[config.mk]
export PLATFORM = sky130hd
export DESIGN_NAME = cube_face_texel_projection_unit
export DESIGN_NICKNAME = d
export VERILOG_FILES = /design/src/cftp_pkg.sv /design/src/cube_face_texel_projection_unit.sv /design/src/cftp_front.sv /design/src/cftp_div_stage.sv /design/src/cftp_back.sv
export SDC_FILE = /design/constraint.sdc
export NUM_CORES = 2
export LEC_CHECK = 0
export BUFFER_PORTS_ARGS = -buffer_cell sky130_fd_sc_hd__buf_2
export CAP_MARGIN = 5
export CORE_MARGIN = 3
export CORE_UTILIZATION = 65
export DETAILED_ROUTE_END_ITERATION = 6
export HOLD_SLACK_MARGIN = 0.05
export PLACE_DENSITY = 0.84
export SLEW_MARGIN = 40
export SYNTH_ARGS = -nofsm -noshare
export SYNTH_HDL_FRONTEND = slang
export SYNTH_SLANG_ARGS = --single-unit
[constraint.sdc]
create_clock -name aclk -period 11.9 [get_ports aclk]
set_input_delay 2.38 -clock aclk [delete_from_list [all_inputs] [get_ports aclk]]
set_output_delay 2.38 -clock aclk [all_outputs]
set_load 0.01 [all_outputs]
[src/cftp_pkg.sv]
// ============================================================================
// cftp_pkg
// Shared types and constants for the cube face texel projection pipeline.
// ============================================================================
package cftp_pkg;

    localparam int COMP_W      = 16;
    localparam int CFG_W       = 13;
    localparam int TEXEL_W     = 12;
    localparam int FACE_W      = 3;
    localparam int MINOR_W     = COMP_W + 1;
    localparam int DIV_W       = COMP_W + 1;
    localparam int QUO_W       = 13;
    localparam int REM_W       = 30;
    localparam int MAX_FACE_WIDTH = 4096;
    localparam logic [CFG_W-1:0] WIDTH_RESET = CFG_W'(256);
    localparam logic [CFG_W-1:0] WIDTH_MAX   = CFG_W'(MAX_FACE_WIDTH);

    localparam logic [FACE_W-1:0] FACE_POS_X = 3'd0;
    localparam logic [FACE_W-1:0] FACE_NEG_X = 3'd1;
    localparam logic [FACE_W-1:0] FACE_POS_Y = 3'd2;
    localparam logic [FACE_W-1:0] FACE_NEG_Y = 3'd3;
    localparam logic [FACE_W-1:0] FACE_POS_Z = 3'd4;
    localparam logic [FACE_W-1:0] FACE_NEG_Z = 3'd5;

    // word travelling through the divider stages
    typedef struct packed {
        logic [FACE_W-1:0] face;
        logic              degenerate;
        logic [DIV_W-1:0]  divisor;
        logic [REM_W-1:0]  rem_u;
        logic [REM_W-1:0]  rem_v;
        logic [QUO_W-1:0]  quo_u;
        logic [QUO_W-1:0]  quo_v;
    } div_t;

endpackage

[src/cube_face_texel_projection_unit.sv]
// ============================================================================
// cube_face_texel_projection_unit
// Picks the cube face of a direction and projects it to a texel column/row.
//
//   channel   ports                  dir   contents
//   s_        tvalid/tready/tdata    in    direction word
//   m_        tvalid/tready/tdata    out   face and texel word, tuser flag
//   cfg_      valid/ready/data       in    face_width register
//
// Sustains one word per clock while m_tready is high; it has three front stages, 13
// divider stages (one quotient bit each) and one output register.
// Reset clears all stage valid bits and sets face_width to 256.
// A stalled output holds its word; each stage fills while the next is busy,
// so bubbles close up and nothing is lost or repeated.
// cfg_ready is always high.
// ============================================================================
module cube_face_texel_projection_unit (
    input  logic        aclk,
    input  logic        aresetn,
    input  logic        s_tvalid,
    output logic        s_tready,
    input  logic [47:0] s_tdata,   // dir_x[15:0], dir_y[31:16], dir_z[47:32]
    output logic        m_tvalid,
    input  logic        m_tready,
    output logic [31:0] m_tdata,   // face[2:0], texel_col[14:3], texel_row[26:15], zero
    output logic        m_tuser,   // degenerate
    input  logic        cfg_valid,
    output logic        cfg_ready,
    input  logic [cftp_pkg::CFG_W-1:0] cfg_data
);

    localparam int STAGES = cftp_pkg::QUO_W;

    logic [cftp_pkg::CFG_W-1:0] face_width_reg;
    logic [cftp_pkg::CFG_W-1:0] width_eff;

    cftp_pkg::div_t chain_data  [STAGES+1];
    logic           chain_valid [STAGES+1];
    logic           chain_ready [STAGES+1];

    logic [cftp_pkg::FACE_W-1:0]  face;
    logic [cftp_pkg::TEXEL_W-1:0] texel_col, texel_row;
    logic                         degenerate;

    assign cfg_ready = 1'b1;

    always_ff @(posedge aclk) begin
        if (!aresetn) begin
            face_width_reg <= cftp_pkg::WIDTH_RESET;
        end else if (cfg_valid && cfg_ready) begin
            face_width_reg <= cfg_data;
        end
    end

    assign width_eff = (face_width_reg > cftp_pkg::WIDTH_MAX) ? cftp_pkg::WIDTH_MAX
                                                               : face_width_reg;

    cftp_front u_front (
        .aclk      (aclk),
        .aresetn   (aresetn),
        .in_valid  (s_tvalid),
        .in_ready  (s_tready),
        .dir_x     (s_tdata[15:0]),
        .dir_y     (s_tdata[31:16]),
        .dir_z     (s_tdata[47:32]),
        .width     (width_eff),
        .out_valid (chain_valid[0]),
        .out_ready (chain_ready[0]),
        .out_data  (chain_data[0])
    );

    for (genvar i = 0; i < STAGES; i++) begin : g_div
        cftp_div_stage u_div (
            .aclk      (aclk),
            .aresetn   (aresetn),
            .in_valid  (chain_valid[i]),
            .in_ready  (chain_ready[i]),
            .in_data   (chain_data[i]),
            .out_valid (chain_valid[i+1]),
            .out_ready (chain_ready[i+1]),
            .out_data  (chain_data[i+1])
        );
    end

    cftp_back u_back (
        .aclk       (aclk),
        .aresetn    (aresetn),
        .in_valid   (chain_valid[STAGES]),
        .in_ready   (chain_ready[STAGES]),
        .in_data    (chain_data[STAGES]),
        .width      (width_eff),
        .out_valid  (m_tvalid),
        .out_ready  (m_tready),
        .face       (face),
        .texel_col  (texel_col),
        .texel_row  (texel_row),
        .degenerate (degenerate)
    );

    assign m_tdata = {5'b00000, texel_row, texel_col, face};
    assign m_tuser = degenerate;

    a_empty_accepts: assert property (@(posedge aclk) disable iff (!aresetn)
        !m_tvalid |-> s_tready)
        else $error("input stalled with an empty output");

endmodule

[src/cftp_front.sv]
// ============================================================================
// cftp_front
// Face selection, minor offset and scaling by face width: three stages.
// ============================================================================
module cftp_front (
    input  logic                                aclk,
    input  logic                                aresetn,
    input  logic                                in_valid,
    output logic                                in_ready,
    input  logic signed [cftp_pkg::COMP_W-1:0]  dir_x,
    input  logic signed [cftp_pkg::COMP_W-1:0]  dir_y,
    input  logic signed [cftp_pkg::COMP_W-1:0]  dir_z,
    input  logic [cftp_pkg::CFG_W-1:0]          width,
    output logic                                out_valid,
    input  logic                                out_ready,
    output cftp_pkg::div_t                      out_data
);

    typedef struct packed {
        logic [cftp_pkg::FACE_W-1:0]         face;
        logic                                degenerate;
        logic [cftp_pkg::COMP_W-1:0]         mag;
        logic signed [cftp_pkg::MINOR_W-1:0] minor_u;
        logic signed [cftp_pkg::MINOR_W-1:0] minor_v;
    } sel_t;

    typedef struct packed {
        logic [cftp_pkg::FACE_W-1:0]  face;
        logic                         degenerate;
        logic [cftp_pkg::DIV_W-1:0]   divisor;
        logic [cftp_pkg::MINOR_W-1:0] num_u;
        logic [cftp_pkg::MINOR_W-1:0] num_v;
    } off_t;

    logic a_valid_reg, b_valid_reg, c_valid_reg;
    logic a_ready, b_ready, c_ready;
    sel_t a_reg, a_next;
    off_t b_reg, b_next;
    cftp_pkg::div_t c_reg, c_next;

    logic [cftp_pkg::COMP_W-1:0]         ax, ay, az;
    logic signed [cftp_pkg::MINOR_W-1:0] px, py, pz, nx, ny, nz;
    logic [cftp_pkg::MINOR_W:0]          sum_u, sum_v;

    assign c_ready  = !c_valid_reg || out_ready;
    assign b_ready  = !b_valid_reg || c_ready;
    assign a_ready  = !a_valid_reg || b_ready;
    assign in_ready = a_ready;

    // stage A: magnitudes and face choice
    always_comb begin
        ax = dir_x[cftp_pkg::COMP_W-1] ? cftp_pkg::COMP_W'(-dir_x) : cftp_pkg::COMP_W'(dir_x);
        ay = dir_y[cftp_pkg::COMP_W-1] ? cftp_pkg::COMP_W'(-dir_y) : cftp_pkg::COMP_W'(dir_y);
        az = dir_z[cftp_pkg::COMP_W-1] ? cftp_pkg::COMP_W'(-dir_z) : cftp_pkg::COMP_W'(dir_z);
        px = cftp_pkg::MINOR_W'(dir_x);
        py = cftp_pkg::MINOR_W'(dir_y);
        pz = cftp_pkg::MINOR_W'(dir_z);
        nx = -px;
        ny = -py;
        nz = -pz;
        a_next.degenerate = (ax == '0) && (ay == '0) && (az == '0);
        if ((ax >= ay) && (ax >= az)) begin
            a_next.mag = ax;
            a_next.minor_v = ny;
            if (!dir_x[cftp_pkg::COMP_W-1] && !a_next.degenerate) begin
                a_next.face    = cftp_pkg::FACE_POS_X;
                a_next.minor_u = nz;
            end else begin
                a_next.face    = a_next.degenerate ? cftp_pkg::FACE_POS_X
                                                   : cftp_pkg::FACE_NEG_X;
                a_next.minor_u = pz;
            end
        end else if (ay >= az) begin
            a_next.mag     = ay;
            a_next.minor_u = px;
            if (!dir_y[cftp_pkg::COMP_W-1]) begin
                a_next.face    = cftp_pkg::FACE_POS_Y;
                a_next.minor_v = pz;
            end else begin
                a_next.face    = cftp_pkg::FACE_NEG_Y;
                a_next.minor_v = nz;
            end
        end else begin
            a_next.mag     = az;
            a_next.minor_v = ny;
            if (!dir_z[cftp_pkg::COMP_W-1]) begin
                a_next.face    = cftp_pkg::FACE_POS_Z;
                a_next.minor_u = px;
            end else begin
                a_next.face    = cftp_pkg::FACE_NEG_Z;
                a_next.minor_u = nx;
            end
        end
    end

    // stage B: minor + |major| lies in 0 .. 2|major|
    always_comb begin
        sum_u = {a_reg.minor_u[cftp_pkg::MINOR_W-1], a_reg.minor_u}
              + {2'b00, a_reg.mag};
        sum_v = {a_reg.minor_v[cftp_pkg::MINOR_W-1], a_reg.minor_v}
              + {2'b00, a_reg.mag};
        b_next.face       = a_reg.face;
        b_next.degenerate = a_reg.degenerate;
        b_next.divisor    = {a_reg.mag, 1'b0};
        b_next.num_u      = sum_u[cftp_pkg::MINOR_W-1:0];
        b_next.num_v      = sum_v[cftp_pkg::MINOR_W-1:0];
    end

    // stage C: scale by face width
    always_comb begin
        c_next.face       = b_reg.face;
        c_next.degenerate = b_reg.degenerate;
        c_next.divisor    = b_reg.divisor;
        c_next.rem_u      = cftp_pkg::REM_W'(b_reg.num_u) * cftp_pkg::REM_W'(width);
        c_next.rem_v      = cftp_pkg::REM_W'(b_reg.num_v) * cftp_pkg::REM_W'(width);
        c_next.quo_u      = '0;
        c_next.quo_v      = '0;
    end

    always_ff @(posedge aclk) begin
        if (!aresetn) begin
            a_valid_reg <= 1'b0;
            b_valid_reg <= 1'b0;
            c_valid_reg <= 1'b0;
        end else begin
            if (a_ready) begin
                a_valid_reg <= in_valid;
            end
            if (b_ready) begin
                b_valid_reg <= a_valid_reg;
            end
            if (c_ready) begin
                c_valid_reg <= b_valid_reg;
            end
        end
    end

    always_ff @(posedge aclk) begin
        if (in_valid && a_ready) begin
            a_reg <= a_next;
        end
        if (a_valid_reg && b_ready) begin
            b_reg <= b_next;
        end
        if (b_valid_reg && c_ready) begin
            c_reg <= c_next;
        end
    end

    assign out_valid = c_valid_reg;
    assign out_data  = c_reg;

endmodule

[src/cftp_div_stage.sv]
// ============================================================================
// cftp_div_stage
// One restoring division step per lane: one quotient bit, registered.
// ============================================================================
module cftp_div_stage (
    input  logic           aclk,
    input  logic           aresetn,
    input  logic           in_valid,
    output logic           in_ready,
    input  cftp_pkg::div_t in_data,
    output logic           out_valid,
    input  logic           out_ready,
    output cftp_pkg::div_t out_data
);

    localparam int STEP_W = cftp_pkg::REM_W + 1;

    logic           valid_reg;
    cftp_pkg::div_t data_reg, data_next;
    logic [cftp_pkg::REM_W-1:0] shifted;
    logic [STEP_W-1:0]          step_u, step_v;

    // returns {quotient bit, next remainder}
    function automatic logic [STEP_W-1:0] div_step(
        input logic [cftp_pkg::REM_W-1:0] rem,
        input logic [cftp_pkg::REM_W-1:0] dshift
    );
        logic [STEP_W-1:0]          diff;
        logic [cftp_pkg::REM_W-1:0] kept;
        diff = {1'b0, rem} - {1'b0, dshift};
        kept = diff[STEP_W-1] ? rem : diff[cftp_pkg::REM_W-1:0];
        return {!diff[STEP_W-1], kept[cftp_pkg::REM_W-2:0], 1'b0};
    endfunction

    assign in_ready = !valid_reg || out_ready;

    always_comb begin
        shifted = cftp_pkg::REM_W'({in_data.divisor, {(cftp_pkg::QUO_W-1){1'b0}}});
        step_u  = div_step(in_data.rem_u, shifted);
        step_v  = div_step(in_data.rem_v, shifted);
        data_next       = in_data;
        data_next.rem_u = step_u[cftp_pkg::REM_W-1:0];
        data_next.rem_v = step_v[cftp_pkg::REM_W-1:0];
        data_next.quo_u = {in_data.quo_u[cftp_pkg::QUO_W-2:0], step_u[STEP_W-1]};
        data_next.quo_v = {in_data.quo_v[cftp_pkg::QUO_W-2:0], step_v[STEP_W-1]};
    end

    always_ff @(posedge aclk) begin
        if (!aresetn) begin
            valid_reg <= 1'b0;
        end else if (in_ready) begin
            valid_reg <= in_valid;
        end
    end

    always_ff @(posedge aclk) begin
        if (in_valid && in_ready) begin
            data_reg <= data_next;
        end
    end

    assign out_valid = valid_reg;
    assign out_data  = data_reg;

endmodule

[src/cftp_back.sv]
// ============================================================================
// cftp_back
// Clamp to face width minus one, zero degenerate words, output register.
// ============================================================================
module cftp_back (
    input  logic                                aclk,
    input  logic                                aresetn,
    input  logic                                in_valid,
    output logic                                in_ready,
    input  cftp_pkg::div_t                      in_data,
    input  logic [cftp_pkg::CFG_W-1:0]          width,
    output logic                                out_valid,
    input  logic                                out_ready,
    output logic [cftp_pkg::FACE_W-1:0]         face,
    output logic [cftp_pkg::TEXEL_W-1:0]        texel_col,
    output logic [cftp_pkg::TEXEL_W-1:0]        texel_row,
    output logic                                degenerate
);

    logic                         valid_reg;
    logic [cftp_pkg::FACE_W-1:0]  face_reg, face_next;
    logic [cftp_pkg::TEXEL_W-1:0] col_reg, col_next, row_reg, row_next;
    logic                         deg_reg, deg_next;

    function automatic logic [cftp_pkg::TEXEL_W-1:0] clamp_texel(
        input logic [cftp_pkg::QUO_W-1:0] quo,
        input logic [cftp_pkg::CFG_W-1:0] w
    );
        logic [cftp_pkg::CFG_W-1:0] top;
        top = w - 1'b1;
        if (w == '0) begin
            return '0;
        end else if (cftp_pkg::CFG_W'(quo) >= w) begin
            return top[cftp_pkg::TEXEL_W-1:0];
        end else begin
            return quo[cftp_pkg::TEXEL_W-1:0];
        end
    endfunction

    assign in_ready = !valid_reg || out_ready;

    always_comb begin
        deg_next = in_data.degenerate;
        if (in_data.degenerate) begin
            face_next = cftp_pkg::FACE_POS_X;
            col_next  = '0;
            row_next  = '0;
        end else begin
            face_next = in_data.face;
            col_next  = clamp_texel(in_data.quo_u, width);
            row_next  = clamp_texel(in_data.quo_v, width);
        end
    end

    always_ff @(posedge aclk) begin
        if (!aresetn) begin
            valid_reg <= 1'b0;
        end else if (in_ready) begin
            valid_reg <= in_valid;
        end
    end

    always_ff @(posedge aclk) begin
        if (in_valid && in_ready) begin
            face_reg <= face_next;
            col_reg  <= col_next;
            row_reg  <= row_next;
            deg_reg  <= deg_next;
        end
    end

    assign out_valid  = valid_reg;
    assign face       = face_reg;
    assign texel_col  = col_reg;
    assign texel_row  = row_reg;
    assign degenerate = deg_reg;

    a_face_range: assert property (@(posedge aclk) disable iff (!aresetn)
        valid_reg |-> (face_reg <= cftp_pkg::FACE_NEG_Z))
        else $error("face code out of range");

    a_degenerate_zero: assert property (@(posedge aclk) disable iff (!aresetn)
        (valid_reg && deg_reg) |->
            (face_reg == cftp_pkg::FACE_POS_X && col_reg == '0 && row_reg == '0))
        else $error("degenerate word carries non-zero fields");

endmodule

After elaboration in Yosys (flattened, before gate mapping). Index checks and enable logic that the tools add are counted.

Bits in registers: 1368. Input bits: 66. Output and inout bits: 36. Logic and storage cells: 319.

$add $sub $neg: 35. Multipliers: 2. $lt $le $gt $ge: 6. Muxes and demuxes: 41. Reductions and logical operators: 88.

Operators with widths (count): subtractor 30 x 29 -> 31 bit (26); 2-to-1 mux 29 bit (24); 2-to-1 mux 50 bit (2); multiplier 17 x 13 -> 30 bit (2); 2-to-1 mux 17 bit (3); negator 16 -> 17 bit (3); >= comparator 16 bit (3); logical NOT 16 bit (3); 2-to-1 mux 16 bit (3); negator 16 bit (3); logical NOT 1 bit (45); adder 17 bit (2); >= comparator 13 bit (2); 2-to-1 mux 12 bit (2); logical AND 1 bit (21); logical OR 1 bit (17); > comparator 13 bit, second input constant (1); logical NOT 13 bit (1); 2-to-1 mux 13 bit (1); subtractor 12 x 1 -> 12 bit, second input constant (1); 2-to-1 mux 3 bit (3); 2-to-1 mux 1 bit (3); OR reduction 2 bit (1).

Longest topological paths before layout.
Depth in word-level cells: 19. Depth in mapped cells: 25. Gate-level depth less buffers: 22.

By module. A second synthesis with hierarchy kept.

Cell total of the unflattened synthesis: 8232. Area, all modules: 99092.5 sq um.

Modules (own cells, without submodules): cftp_div_stage (g_div[0].u_div ...) (times used 7, cells each 399, area each 5418.9 sq um, sequential area each 3173.0 sq um); cftp_front (times used 1, cells each 2784, area each 25968.7 sq um, sequential area each 5705.5 sq um); cftp_div_stage (g_div[6].u_div ...) (times used 4, cells each 399, area each 5412.7 sq um, sequential area each 3173.0 sq um); cftp_div_stage (g_div[11].u_div) (times used 1, cells each 399, area each 5380.2 sq um, sequential area each 3173.0 sq um); cftp_div_stage (g_div[5].u_div) (times used 1, cells each 389, area each 5352.6 sq um, sequential area each 3173.0 sq um); cftp_back (times used 1, cells each 207, area each 2167.1 sq um, sequential area each 860.8 sq um); cube_face_texel_projection_unit (times used 1, cells each 64, area each 640.6 sq um, sequential area each 260.2 sq um).

Worst setup path before layout. No wires, ideal clock.

Path kind: input -> register. Start: input m_tready. End: register g_div[0].u_div.data_reg (netlist bit g_div[0].u_div.out_data[0]) (enable). Setup time: 634 ps. Data arrival time: 9197 ps. Required time: 11266 ps. Slack: 2070 ps. Stages: 8. Path buffers: 0. Path through: and4b_1 > and3_1 > and2_1 > nand2_1 > nor2_1 > and3_1 > and2_1 > a21boi_0.

Longest elaborated chain between the ends: 15.

Ends and longest elaborated chain: start: declaration (line cube_face_texel_projection_unit.sv:24) `input logic m_tready,`; logical OR 1 bit (line cftp_back.sv:40) `assign in_ready = !valid_reg || out_ready;`; logical OR 1 bit (13 in series) (line cftp_div_stage.sv:35) `assign in_ready = !valid_reg || out_ready;`; logical AND 1 bit (line cftp_div_stage.sv:57) `if (in_valid && in_ready) begin`; end signal: assignment (line cftp_div_stage.sv:58) `data_reg <= data_next;`; end: declaration (line cftp_div_stage.sv:19) `cftp_pkg::div_t data_reg, data_next;`.

No other way between the ends. A chain may end at the register's enable or synchronous reset.

Final worst setup path.
Start: input m_tready. End: output s_tready.

Longest elaborated chain between the ends: 17.

Ends and longest elaborated chain: logical OR 1 bit (line cftp_back.sv:40); logical OR 1 bit (13 in series) (line cftp_div_stage.sv:35); logical OR 1 bit (line cftp_front.sv:45) `assign c_ready = !c_valid_reg || out_ready;`; logical OR 1 bit (line cftp_front.sv:46) `assign b_ready = !b_valid_reg || c_ready;`; logical OR 1 bit (line cftp_front.sv:47) `assign a_ready = !a_valid_reg || b_ready;`; end: declaration (line cube_face_texel_projection_unit.sv:21) `output logic s_tready,`.

No other way between the ends.

==> results by group <==
Setup path
  • Crit Path Category: in2out
  • Setup crit end kind: output port
  • RR Startpoint: face_width_reg[12]
  • R2R Setup Slk: 4540 ps
  • CP Launch Type: input pin
  • Worst-path fanout max: 6
  • Crit Reg-Reg Endpoint: u_front.out_data[55]
  • WP data arrival: 5640 ps
  • R2r worst-path depth: 22
  • Required time worst endpoint: 9520 ps

STA
  • Slew @ Worst Pin: 890.1 ps
  • Max Slew Vio Count: 0
  • Relative slew slack: 0.4051
  • Layout Skew: 77.60 ps
  • RSZ-0062 raised after global routing: false
  • Final count of hold timing violations: 0
  • Total negative slack: 0 ps
  • Period utilisation layout: 0.6738
  • Final setup vio count: 0
  • Max frequency: 124.7 MHz
  • Fin crit period: 8018 ps

Floorplan
  • Core Rows: 126
  • Total die area: 124500 sq um
  • Io pins: 102
  • Die width: 352.8 um
  • Initial core utilization: 0.6585
  • Height of the die: 352.8 um
  • Core area: 118700 sq um

Global route
  • Wire length of the first global-routing pass: 286900 um
  • Largest net degree at the start of global routing: 76
  • Number of global-route vias before repair: 55158
  • All-Layer GR Usage: 0.2896
  • GRT Residual Overflow: 0
  • Antenna violations before repair: 0

Cells and area
  • P&R area growth vs syn: 8.994%
  • Diode count: 0
  • Max FFs per register: 966
  • Layout Nets: 8260
  • Share of cells above drive strength 1: 0.07901

CTS
  • Clock Latency Late Sink: 800 ps
  • CTS tree: done
  • Max Root-Sink Buffers: 3
  • CTS sink count: 1210
  • Root Buffer Master: clkbuf_16
  • Worst-path clk slew: 80 ps
  • Number of post-CTS setup repair buffers: 0
  • Post-CTS Hold Buffers: 0
  • Post-CTS sizing: 0
  • TritonCTS Buffers: 132
  • Max H-tree Level: 4

Synthesis
  • Async SR Flop Fraction: 0
  • Compound-Gate Fraction of Synth Area: 0.1094
  • Post-synthesis sequential area ratio: 0.4610
  • Post-Synthesis Cells: 7064
  • Simple-Gate Fraction of Synth Area: 0.1072
  • Synthesis Warnings: 0
  • Ys flop type: edfxtp_1
  • Cell area after synthesis: 78170 sq um
  • Synth Area in Adders: 0.2000
  • Syn Area/Cell: 11.07 sq um
  • Main combinational cell family by area after synthesis: adder cells
  • Post-synth EDFFs: 1180
  • Post-synthesis mux area share: 0.02201
  • Post-Synth XOR/XNOR Area: 0.04717
  • Yosys reg bits: 1210
  • Post-synthesis cell type count: 89

Power
  • P per Cell Area: 151.8 nW/um^2
  • Total power: 12930 uW
  • Maximum vdd drop: 0.1914 mV
  • Leakage: 0.03520 uW

Hold path
  • Critical hold path startpoint: g_div[5].u_div.out_data[35]
  • Worst hold path class: reg2reg
  • Worst Hold Endpoint: g_div[6].u_div.out_data[36]
  • Hold Crit Depth: 0

Route
  • DRT iter0 DRCs: 3870
  • Pre-antenna DRT Iters: 6
  • Vias: 53141
  • DRC: 0
  • Routed len/inst: 20.36 um
  • Via density: 5.994
  • Routed wire length: 180500 um
  • Antenna Nets Post-Route: 0

Place
  • Placer Congestion: 0.9715
  • HPWL Detailed: 130400 um
  • Port Buffers: 95

Outcome
  • Status: completed

Run
  • Max Cap Viol: 0
==> placed cells by master (no fill, tap or decap), drive strengths merged, types with 16 or more instances in the layout <==
cell type  count
a31oi         37
mux2         111
a211o         24
dfxtp         30
inv          901
o21bai        16
fa           356
xor2         139
o21a          93
edfxtp      1180
a31o          33
or3           37
a41oi         22
mux2i         47
a2bb2oi       18
a21boi        62
clkinv        65
buf          153
clkbuf       155
nor3         148
and3          21
nand3         75
ha           680
and2         195
a21oi        471
o21ai        316
nand2        548
nand2b        64
nor2b        135
a211oi        39
xnor2        282
o31ai         42
nand4         24
a21o         109
nor2         473
==> power breakdown <==
group	switching, uW	total [uW]	internal [uW]
Sequential	233	5180	4940
Combinational	2150	3530	1380
Clock	1800	4230	2420
==> worst max-delay path, cell delays in order <==
cell,delay [ps]
buf_2,120
and4b_1,470
and3_1,310
and2_1,340
nand2_1,190
nor2_1,380
and3_1,330
and2_1,360
and3_1,460
nand3_1,150
buf_2,160
==> cells by family after synthesis <==
family | count (synthesis)
AND/OR/NAND/NOR | 1775
AO/OA/AOI/OAI | 1368
flip-flops | 1210
buffers and inverters | 1094
adder cells (fa/ha/maj) | 1036
XOR/XNOR | 421
multiplexers | 158
other | 2
==> metal layers <==
layer  global-route usage  wire length, um  vias up
met1               0.3097            63420    25871
met5                    0                0        -
met4               0.1851            13070        0
li1                     -                -    24732
met2               0.5358            94680     1916
met3              0.03946             9311      622
==> synth_stat cells, drive strengths merged (6+ instances only) <==
| library cell | n | area share |
|---|---|---|
| inv | 896 | 0.043 |
| nor2 | 473 | 0.023 |
| o21bai | 16 | 0.0015 |
| a211o | 24 | 0.0027 |
| ha | 680 | 0.11 |
| mux2 | 111 | 0.016 |
| a21o | 109 | 0.010 |
| and2 | 195 | 0.016 |
| nor3 | 148 | 0.0096 |
| nand2b | 64 | 0.0051 |
| nand4 | 24 | 0.0021 |
| a41oi | 22 | 0.0025 |
| o22ai | 6 | 0.00048 |
| o31ai | 42 | 0.0041 |
| and3 | 21 | 0.0017 |
| nand2 | 548 | 0.026 |
| a211oi | 39 | 0.0037 |
| a31oi | 37 | 0.0030 |
| xor2 | 139 | 0.016 |
| o41ai | 11 | 0.0019 |
| xnor2 | 282 | 0.032 |
| edfxtp | 1180 | 0.45 |
| clkbuf | 174 | 0.0084 |
| mux2i | 47 | 0.0060 |
| nor4 | 15 | 0.0015 |
| a21oi | 471 | 0.030 |
| dfxtp | 30 | 0.0077 |
| a21boi | 62 | 0.0060 |
| or4 | 6 | 0.00058 |
| o21ai | 316 | 0.020 |
| a2bb2oi | 18 | 0.0021 |
| o211ai | 14 | 0.0013 |
| or2 | 12 | 0.00096 |
| o21a | 93 | 0.0089 |
| a31o | 33 | 0.0037 |
| and4 | 7 | 0.00078 |
| nor2b | 135 | 0.011 |
| fa | 356 | 0.091 |
| or3 | 37 | 0.0030 |
| buf | 23 | 0.0016 |
| nand3 | 75 | 0.0048 |
| a221oi | 7 | 0.00078 |
==> cell type report <==
type	count	area, sq um
Sequential cell	1210	36040
Clock inverter	86	1097
Clock buffer	155	3411
Multi-Input combinational cell	4764	38330
Timing Repair Buffer	153	958.4
Tap cell	1600	2002
Inverter	897	3367
Fill cell	7775	33510
==> metrics by stage <==
| stage | hold slack [ps] | setup WS (ps) | util | cells | area [sq um] |
|---|---|---|---|---|---|
| after detailed placement | 404.5 | 3902 | 0.6791 | 8622 | 80620 |
| after global routing | 387.5 | 3797 | 0.7177 | 8865 | 85200 |
| final | 382.0 | 3882 | 0.7177 | 8865 | 85200 |
| after floorplan | 400.3 | 2070 | - | 7068 | 78180 |
| after CTS | 377.0 | 3943 | 0.7171 | 8863 | 85130 |
| after global placement | 400.6 | 3921 | 0.6789 | 8621 | 80600 |
==> how the worst max path moves through the flow <==
stage	endpoint	from	slack, ps	cells past startpoint
final	s_tready	m_tready	3880	11
after global routing	s_tready	m_tready	3800	11
after CTS	s_tready	m_tready	3940	11
after detailed placement	u_front.a_reg[16]	s_tdata[32]	3900	19
after global placement	u_front.a_reg[16]	s_tdata[32]	3920	19
after floorplan	g_div[0].u_div.out_data[0]	m_tready	2070	8
(Power assumes the default switching activity.)
